## config.mk

```make
export PLATFORM = sky130hd
export DESIGN_NAME = salc_ctrl
export DESIGN_NICKNAME = d
export VERILOG_FILES = /design/src/hdl/salc_pkg.sv /design/src/hdl/salc_ctrl.sv
export SDC_FILE = /design/constraint.sdc
export NUM_CORES = 1
export LEC_CHECK = 0
export BUFFER_PORTS_ARGS = -buffer_cell sky130_fd_sc_hd__buf_2
export CAP_MARGIN = 30
export CELL_PAD_IN_SITES_DETAIL_PLACEMENT = 1
export CELL_PAD_IN_SITES_GLOBAL_PLACEMENT = 2
export CORE_AREA = 2 2 39 41
export CTS_CLUSTER_SIZE = 30
export DETAILED_ROUTE_END_ITERATION = 8
export DIE_AREA = 0 0 41 43
export PLACE_DENSITY = 0.67
export SETUP_SLACK_MARGIN = 0.15
export SYNTH_ARGS = -nofsm -noshare
export SYNTH_HDL_FRONTEND = slang
export SYNTH_SLANG_ARGS = --single-unit
```

## constraint.sdc

```tcl
create_clock -name clk -period 1.22 [get_ports clk]
set_input_delay 0.122 -clock clk [delete_from_list [all_inputs] [get_ports clk]]
set_output_delay 0.122 -clock clk [all_outputs]
set_load 0.02 [all_outputs]
```

## src/hdl/salc_pkg.sv

```systemverilog
// Shared constants, types and command structs of the set-associative LRU cache model.
`default_nettype none

package salc_pkg;

  // Geometry of the cache model.
  localparam int MAX_SET_BITS = 6;
  localparam int MAX_WAYS     = 8;
  localparam int ADDR_WIDTH   = 32;

  localparam int SET_COUNT = 1 << MAX_SET_BITS;
  localparam int SET_W     = MAX_SET_BITS;
  localparam int WAY_W     = $clog2(MAX_WAYS);
  localparam int WCNT_W    = $clog2(MAX_WAYS + 1);
  localparam int RANK_W    = WAY_W;
  localparam int TAG_W     = ADDR_WIDTH;
  localparam int CNT_W     = 32;

  localparam logic [CNT_W-1:0]  COUNT_MAX = 32'hFFFF_FFFF;
  localparam logic [RANK_W-1:0] RANK_MAX  = RANK_W'(MAX_WAYS - 1);

  // Configuration port.
  localparam int CFG_IDX_W  = 2;
  localparam int CFG_DATA_W = 5;

  localparam logic [CFG_IDX_W-1:0] CFG_SET_BITS    = 2'd0;
  localparam logic [CFG_IDX_W-1:0] CFG_OFFSET_BITS = 2'd1;
  localparam logic [CFG_IDX_W-1:0] CFG_WAYS        = 2'd2;

  // Access kinds; codes without a name act as a load.
  localparam logic [1:0] ACT_MODIFY = 2'd2;

  // One set of the cache as stored in one memory row.
  typedef struct packed {
    logic [MAX_WAYS-1:0]             valid;
    logic [MAX_WAYS-1:0][RANK_W-1:0] rank;
    logic [MAX_WAYS-1:0][TAG_W-1:0]  tag;
  } row_t;

  localparam int ROW_W = $bits(row_t);

  // Commands from the controller to the datapath.
  typedef struct packed {
    logic accept;
    logic capture;
    logic update;
    logic second;
    logic load_out;
  } cmd_t;

  // Status from the datapath to the controller.
  typedef struct packed {
    logic is_modify;
  } stat_t;

endpackage

`default_nettype wire

```

## src/hdl/salc_ctrl.sv

```systemverilog
// Sequencing state machine of the cache model: accept, lookup, update, second hit, result.
`default_nettype none

module salc_ctrl (
  input  wire logic            clk,
  input  wire logic            rst_n,
  input  wire logic            in_valid,
  output logic                 in_ready,
  output logic                 out_valid,
  input  wire logic            out_ready,
  output salc_pkg::cmd_t       cmd,
  input  wire salc_pkg::stat_t stat
);

  import salc_pkg::*;

  typedef enum logic [2:0] {
    S_IDLE,
    S_LOOKUP,
    S_UPDATE,
    S_SECOND,
    S_RESULT
  } state_t;

  state_t state_r;
  state_t state_nxt;
  logic   out_valid_r;
  logic   out_valid_nxt;

  // Commands follow from the state and the handshake inputs.
  always_comb begin
    in_ready     = (state_r == S_IDLE);
    cmd.accept   = in_valid && (state_r == S_IDLE);
    cmd.capture  = (state_r == S_LOOKUP);
    cmd.update   = (state_r == S_UPDATE);
    cmd.second   = (state_r == S_SECOND);
    cmd.load_out = (state_r == S_RESULT) && (!out_valid_r || out_ready);
  end

  // Next state and output valid.
  always_comb begin
    state_nxt     = state_r;
    out_valid_nxt = out_valid_r;
    if (out_valid_r && out_ready) begin
      out_valid_nxt = 1'b0;
    end
    unique case (state_r)
      S_IDLE: begin
        if (cmd.accept) begin
          state_nxt = S_LOOKUP;
        end
      end
      S_LOOKUP: begin
        state_nxt = S_UPDATE;
      end
      S_UPDATE: begin
        state_nxt = stat.is_modify ? S_SECOND : S_RESULT;
      end
      S_SECOND: begin
        state_nxt = S_RESULT;
      end
      S_RESULT: begin
        if (cmd.load_out) begin
          state_nxt     = S_IDLE;
          out_valid_nxt = 1'b1;
        end
      end
      default: begin
        state_nxt = S_IDLE;
      end
    endcase
  end

  // State and registered output valid.
  always_ff @(posedge clk) begin
    if (!rst_n) begin
      state_r     <= S_IDLE;
      out_valid_r <= 1'b0;
    end else begin
      state_r     <= state_nxt;
      out_valid_r <= out_valid_nxt;
    end
  end

  assign out_valid = out_valid_r;

endmodule

`default_nettype wire

```

==> results of run 1 <==
## power breakdown
| part | switching [mW] | total, mW | internal, mW |
|---|---|---|---|
| sequential | 0.00386 | 0.142 | 0.138 |
| combinational | 0.0681 | 0.146 | 0.0782 |
| clock | 0.0571 | 0.167 | 0.110 |
| total | 0.129 | 0.455 | 0.326 |
## registers in the layout (all words and copies together) (netlist names)
register	flops
out_valid	1
state_r	3
## per-layer routing
layer  up-vias  part of all wire, %
met3         2                  9.0
met4         0                  2.1
met2        14                   51
met5         -                    0
met1       112                   38
li1        127                    -
## layout by cell type (no fill, tap or decap)
cell type,n
and2_4,1
dfxtp_1,3
mux2i_1,1
nor3_4,1
a21oi_1,1
a21oi_2,1
nor2b_4,1
buf_2,5
buf_4,4
dfxtp_2,1
clkbuf_4,3
o32ai_2,1
nor3_1,1
nand3b_1,2
and2b_4,1
nor2_4,3
buf_6,8
nand2b_1,2
or3b_4,1
nand2b_4,2
inv_1,2
## area by class of cell
type                    instances  area, sq um
clock buffers                   3        22.52
fillers                       173        913.4
inverters                       2        7.507
multi-input cells              19        193.9
flip-flops and latches          4        81.33
well taps                      16        20.02
repair buffers                 17        145.1
## per-stage QoR
step                      util [%]  instances  cell area [sq um]
after global placement       23.51         55              325.3
after floorplan                  -         25              227.7
after detailed placement     23.51         55              325.3
after CTS                    32.91         60              455.4
final                        34.00         61              470.5
after global routing         34.00         61              470.5
## path summary, 6_finish.rpt
check                   from    endpoint  slack [ns]  cells after the start
hold reg to reg    out_valid  state_r[2]        0.53                      2
hold / removal     out_ready  state_r[2]        0.19                      3
setup reg to reg  state_r[2]   out_valid        0.06                      4
setup / recovery  state_r[2]      cmd[0]       -0.09                      3
## timing repair
item | CTS | global route
gates resized for setup | 24 | 2
setup buffers | 2 | 1
setup endpoints to repair | 6 | 8
pin swaps | 4 | 3
## cells by family after synthesis
| logic type | synth area share [%] |
|---|---|
| muxes | 4.651 |
| DFF | 37.21 |
| buffers and inverters | 3.490 |
| and+or+nand+nor | 44.19 |
| AOI/OAI and AO/OA | 10.46 |
## tightest hold or removal path: cells and delay by family
family	cells	cell delay, ns
AND/OR/NAND/NOR	1	0.10
AO/OA/AOI/OAI	1	0.08
buffers and inverters	1	0.08
==> metrics.md, run 1 <==
| Metric | Value |
|---|---|
| Sequential area share after synthesis | `between 30% and 40%` |
| Max-slew violation count | `0` |
| Layout Nets | `52` |
| Fmax | `760.8 MHz` |
| Ports | `12` |
| Longest Clk Path Bufs | `2` |
| Leakage power | `0.2000 nW` |
| Failing checks | `setup timing` |
| Final Hold Viols | `0` |
| Crit-path cells | `or3b_4, nor2b_4, buf_6` |
| CTS tree | `built` |
| GR peak layer | `met2` |
| Ys flop type | `dfxtp_1` |
| Final setup margin | `-0.09433 ns` |
| Hold-fix buffers at CTS | `0` |
| Congestion Overflow GR | `0` |
| Wire per inst | `10.93 microns` |
| Crit path max-delay family | `simple AND/OR/NAND/NOR gates` |
| Hold WC Path Type | `input port to register` |
| Worst-margin pin slew | `about 0.19 ns` |
| Syn nets | `30` |
| Initial core utilization | `15.55%` |
| Via count | `255` |
| Synth cell types | `14` |
| PortBufs | `11` |
| Synthesized instance count | `25` |
| Iteration-0 DRC Markers | `0` |
| Tmin final | `1.314 ns` |
| RSZ-0062 raised after global routing | `yes` |
| Mapped Area | `215.2 sq um` |
| Clk sink count | `4` |
| Layout cell share with drive strength beyond 1 | `about three quarters` |
| Final Skew | `0.002054 ns` |
| P per Cell Area | `968.1 nW/um^2` |
| Final setup vio count | `2` |
| Cts bufs inserted | `3` |
| CP endpoint kind | `output pin` |
| Core area | `1384 sq um` |
| Root buffer cell | `clkbuf_4` |
| Setup TNS | `-0.1501 ns` |
| Antenna-violating nets left | `0` |
| GRT Util Overall | `9.027%` |
| Die Span X | `41 microns` |
| Row count | `14` |
| First-pass GRT wire length | `1055 microns` |
| Area grow syn2layout | `118.6%` |
| Type of the worst setup path | `register to output pin` |
| EDFF count, synth | `0` |
| Grt met2 use | `13.44%` |
| Pre-antenna DRT Iters | `1` |
| Critical Path AT | `1.19 ns` |
| Peak VDD IR | `0.0004280 V` |
| Design Power | `roughly 460 uW` |
| Crit-path slowest cell | `or3b_4` |
| Synth top cells by count | `4 x dfxtp_1, 4 x nand2b_1, 3 x nor2_1` |
| Syn Area/Cell | `about 8.6 sq um` |
| CTS clock-pin slew for the worst setup and hold paths | `approximately 0.040 ns` |
| Status | `finished, violations left` |
| Min Hold Slack | `0.1892 ns` |
| Reported max-cap violation count | `0` |
| Vias in the first global route | `between 200 and 300` |
| Area leader, netlist | `dfxtp_1` |
| Crit path launch type | `register` |
| Synth Warn # | `0` |
| Die Footprint | `1763 sq um` |
| Ranking of synthesized cells by area | `dfxtp_1 37%, nand2b_1 12%, nand3b_1 7.0%` |
| Yosys reg bits | `4` |
| Bufs and invs on worst path | `1` |
| Hpwl dp | `481.1 microns` |
| Diode count | `0` |
| CP max stage delay | `0.40 ns` |
| Die extent in y | `43 microns` |
| Async SR Flop Fraction | `0%` |
| CP Max Fanout | `2` |
| Met3 Track Usage GR | `1.571%` |
| Synth top area share | `37.21%` |
| WP data required | `1.10 ns` |
| Initial antenna violation count | `0` |
| Vias/cell | `between 4 and 5` |
| Total wire length | `about 670 microns` |
| Routability cong. | `about 0.62` |
| Number of remaining DRC errors | `0` |
| Largest net degree at the start of global routing | `8` |
| Met1 Resource Use GR | `10.26%` |
| Relative slew slack | `87.24%` |
| Final period util | `107.7%` |
| CTS H-tree lvls | `1` |
| Post-Place Setup Slack | `0.09693 ns` |
| Clk_lat worst skew | `about 0.24 ns` |
No activity file was read; power rests on OpenSTA's default activity.
==> run 2, diff against run 1 <==
--- a/config.mk
+++ b/config.mk
@@ -10,9 +10,11 @@
 export CELL_PAD_IN_SITES_DETAIL_PLACEMENT = 1
 export CELL_PAD_IN_SITES_GLOBAL_PLACEMENT = 2
 export CORE_AREA = 2 2 39 41
+export CTS_BUF_LIST = sky130_fd_sc_hd__clkbuf_2
 export CTS_CLUSTER_SIZE = 30
 export DETAILED_ROUTE_END_ITERATION = 8
 export DIE_AREA = 0 0 41 43
+export GPL_ROUTABILITY_DRIVEN = 0
 export PLACE_DENSITY = 0.67
 export SETUP_SLACK_MARGIN = 0.15
 export SYNTH_ARGS = -nofsm -noshare
==> run 2 against run 1 <==
Net effect:
- the run still ends with setup timing left
- maximum frequency up 1.8%
- count of clock-buffer cells in the layout unchanged
- via count up 0.39%
- combinational power about the same
- power down 9.8%
- die area unchanged
- critical endpoint unchanged
- clock skew up 0.0017 ns
==> metrics.md, run 2 (same netlist as run 1, synthesis figures left out) <==
| Metric | Value |
|---|---|
| P per Cell Area | `887.4 nW/um^2` |
| CP endpoint kind | `output pin` |
| Longest Clk Path Bufs | `2` |
| Final Hold Viols | `0` |
| Final setup vio count | `2` |
| Failing checks | `setup timing` |
| Via count | `256` |
| Crit path launch type | `register` |
| Multi-input logic area | `~190 sq um` |
| Layout fillers | `172` |
| Initial core utilization | `between 10% and 20%` |
| WP data required | `1.10 ns` |
| Ports | `12` |
| Tmin final | `1.292 ns` |
| Core area | `1384 sq um` |
| Hpwl dp | `481.1 microns` |
| Die Span X | `between 40 and 50 microns` |
| Flop2flop setup slack | `0.06 ns` |
| PortBufs | `11` |
| Post-Place Setup Slack | `0.09693 ns` |
| First-pass GRT wire length | `1055 microns` |
| Clk_lat worst skew | `0.21 ns` |
| Status | `finished, violations left` |
| Hold WC Path Type | `input port to register` |
| Layout cell share with drive strength beyond 1 | `approximately 73%` |
| Root buffer cell | `clkbuf_2` |
| GRT Util Overall | `9.027%` |
| Die Footprint | `between 1500 and 2000 sq um` |
| Cts bufs inserted | `3` |
| Final Skew | `0.003734 ns` |
| Type of the worst setup path | `register to output pin` |
| Crit Reg-Reg Endpoint | `out_valid` |
| Final period util | `105.9%` |
| Pre-antenna DRT Iters | `1` |
| Wire per inst | `10.89 microns` |
| Area grow syn2layout | `115.1%` |
| Iteration-0 DRC Markers | `0` |
| Vias in the first global route | `257` |
| Post-DP Area | `roughly 330 sq um` |
| Largest Register | `state_r` |
| Number of remaining DRC errors | `0` |
| RSZ-0062 raised after global routing | `yes` |
| Final Cell Area | `462.9 sq um` |
| Final setup margin | `-0.07153 ns` |
| Peak VDD IR | `around 0.00039 V` |
| Diode count | `0` |
| Critical Path AT | `1.17 ns` |
| Most frequent cells in the layout | `8 x buf_6, 5 x buf_2, 4 x buf_4` |
| Min Hold Slack | `~0.21 ns` |
| Relative slew slack | `87.25%` |
| Max-slew violation count | `0` |
| CTS clock-pin slew for the worst setup and hold paths | `0.05 ns` |
| Clk sink count | `4` |
| Row count | `14` |
| Leakage power | `a little under 0.2 nW` |
| Die extent in y | `about 43 microns` |
| Layout Nets | `52` |
| R2R cell count | `4` |
| Antenna-violating nets left | `0` |
| Reg2reg start | `state_r[2]` |
| Worst-margin pin slew | `around 0.19 ns` |
| Congestion Overflow GR | `0` |
| Commonest non-fill, non-tap cell in the layout | `buf_6` |
| Design Power | `410.8 uW` |
| Reported max-cap violation count | `0` |
| CTS tree | `built` |
| CP Max Fanout | `2` |
| Setup crit end | `cmd[0]` |
| CTS H-tree lvls | `1` |
| Critical Path Source | `state_r[2]` |
| FF/Latch Area | `81.33 sq um` |
| Fmax | `774.3 MHz` |
| Vias/cell | `~4.2` |
| Total wire length | `664 microns` |
| Initial antenna violation count | `0` |
| Largest net degree at the start of global routing | `8` |
| Max reg flops | `3` |
[run 2: cell count changes in the layout (fill, tap and decap cells not counted)]
cell      change
clkbuf_2      +3
clkbuf_4      -3
[run 2: report_power, final]
part	switching, mW	internal [mW]	total [mW]
combinational	0.0681	0.0782	0.146
clock	0.0569	0.0661	0.123
sequential	0.00387	0.138	0.142
[run 2: cell type report]
cell class | instances | area share [%]
clock buffer | 3 | 3.243
inverter | 2 | 1.622
multi-input combinational | 19 | 41.89
sequential | 4 | 17.57
tap | 16 | 4.324
timing repair buffer | 17 | 31.35
[run 2: stage by stage]
step | util, % | setup TNS [ns] | instances
floorplan | - | 0 | 25
global placement | 23.51 | 0 | 55
detailed placement | 23.51 | 0 | 55
CTS | 32.37 | -0.1505 | 60
global route | 33.45 | -0.2046 | 61
finish | 33.45 | -0.1024 | 61
[run 2: what timing repair did]
action | CTS | global route
setup buffers | 2 | 1
resized for setup | 24 | 2
pin swaps | 4 | 3
hold endpoints to repair | 0 | 0
hold buffers | 0 | 0
setup endpoints to repair | 6 | 8
[run 2: worst max-delay path: stages, from the launching register on]
cell	delay, ns
dfxtp_2	0.32
or3b_4	0.40
nor2b_4	0.12
buf_6	0.11
[run 2: worst min-delay path by stage]
stage / cells after the start / slack, ns / startpoint / endpoint
after floorplan: 2 / 0.26 / rst_n / out_valid
after global placement: 3 / 0.42 / rst_n / out_valid
after detailed placement: 3 / 0.41 / rst_n / out_valid
after CTS: 3 / 0.20 / rst_n / state_r[1]
after global routing: 3 / 0.22 / out_ready / state_r[2]
final: 3 / 0.21 / out_ready / state_r[2]
[run 2: per-layer routing]
metal / vias to the layer above / GRT usage [%] / routed length [microns]
li1: 127 / - / -
met4: 0 / 8.000 / 14
met3: 2 / 1.571 / 58
met5: - / 0 / 0
met2: 14 / 13.44 / 339
met1: 113 / 10.26 / 251
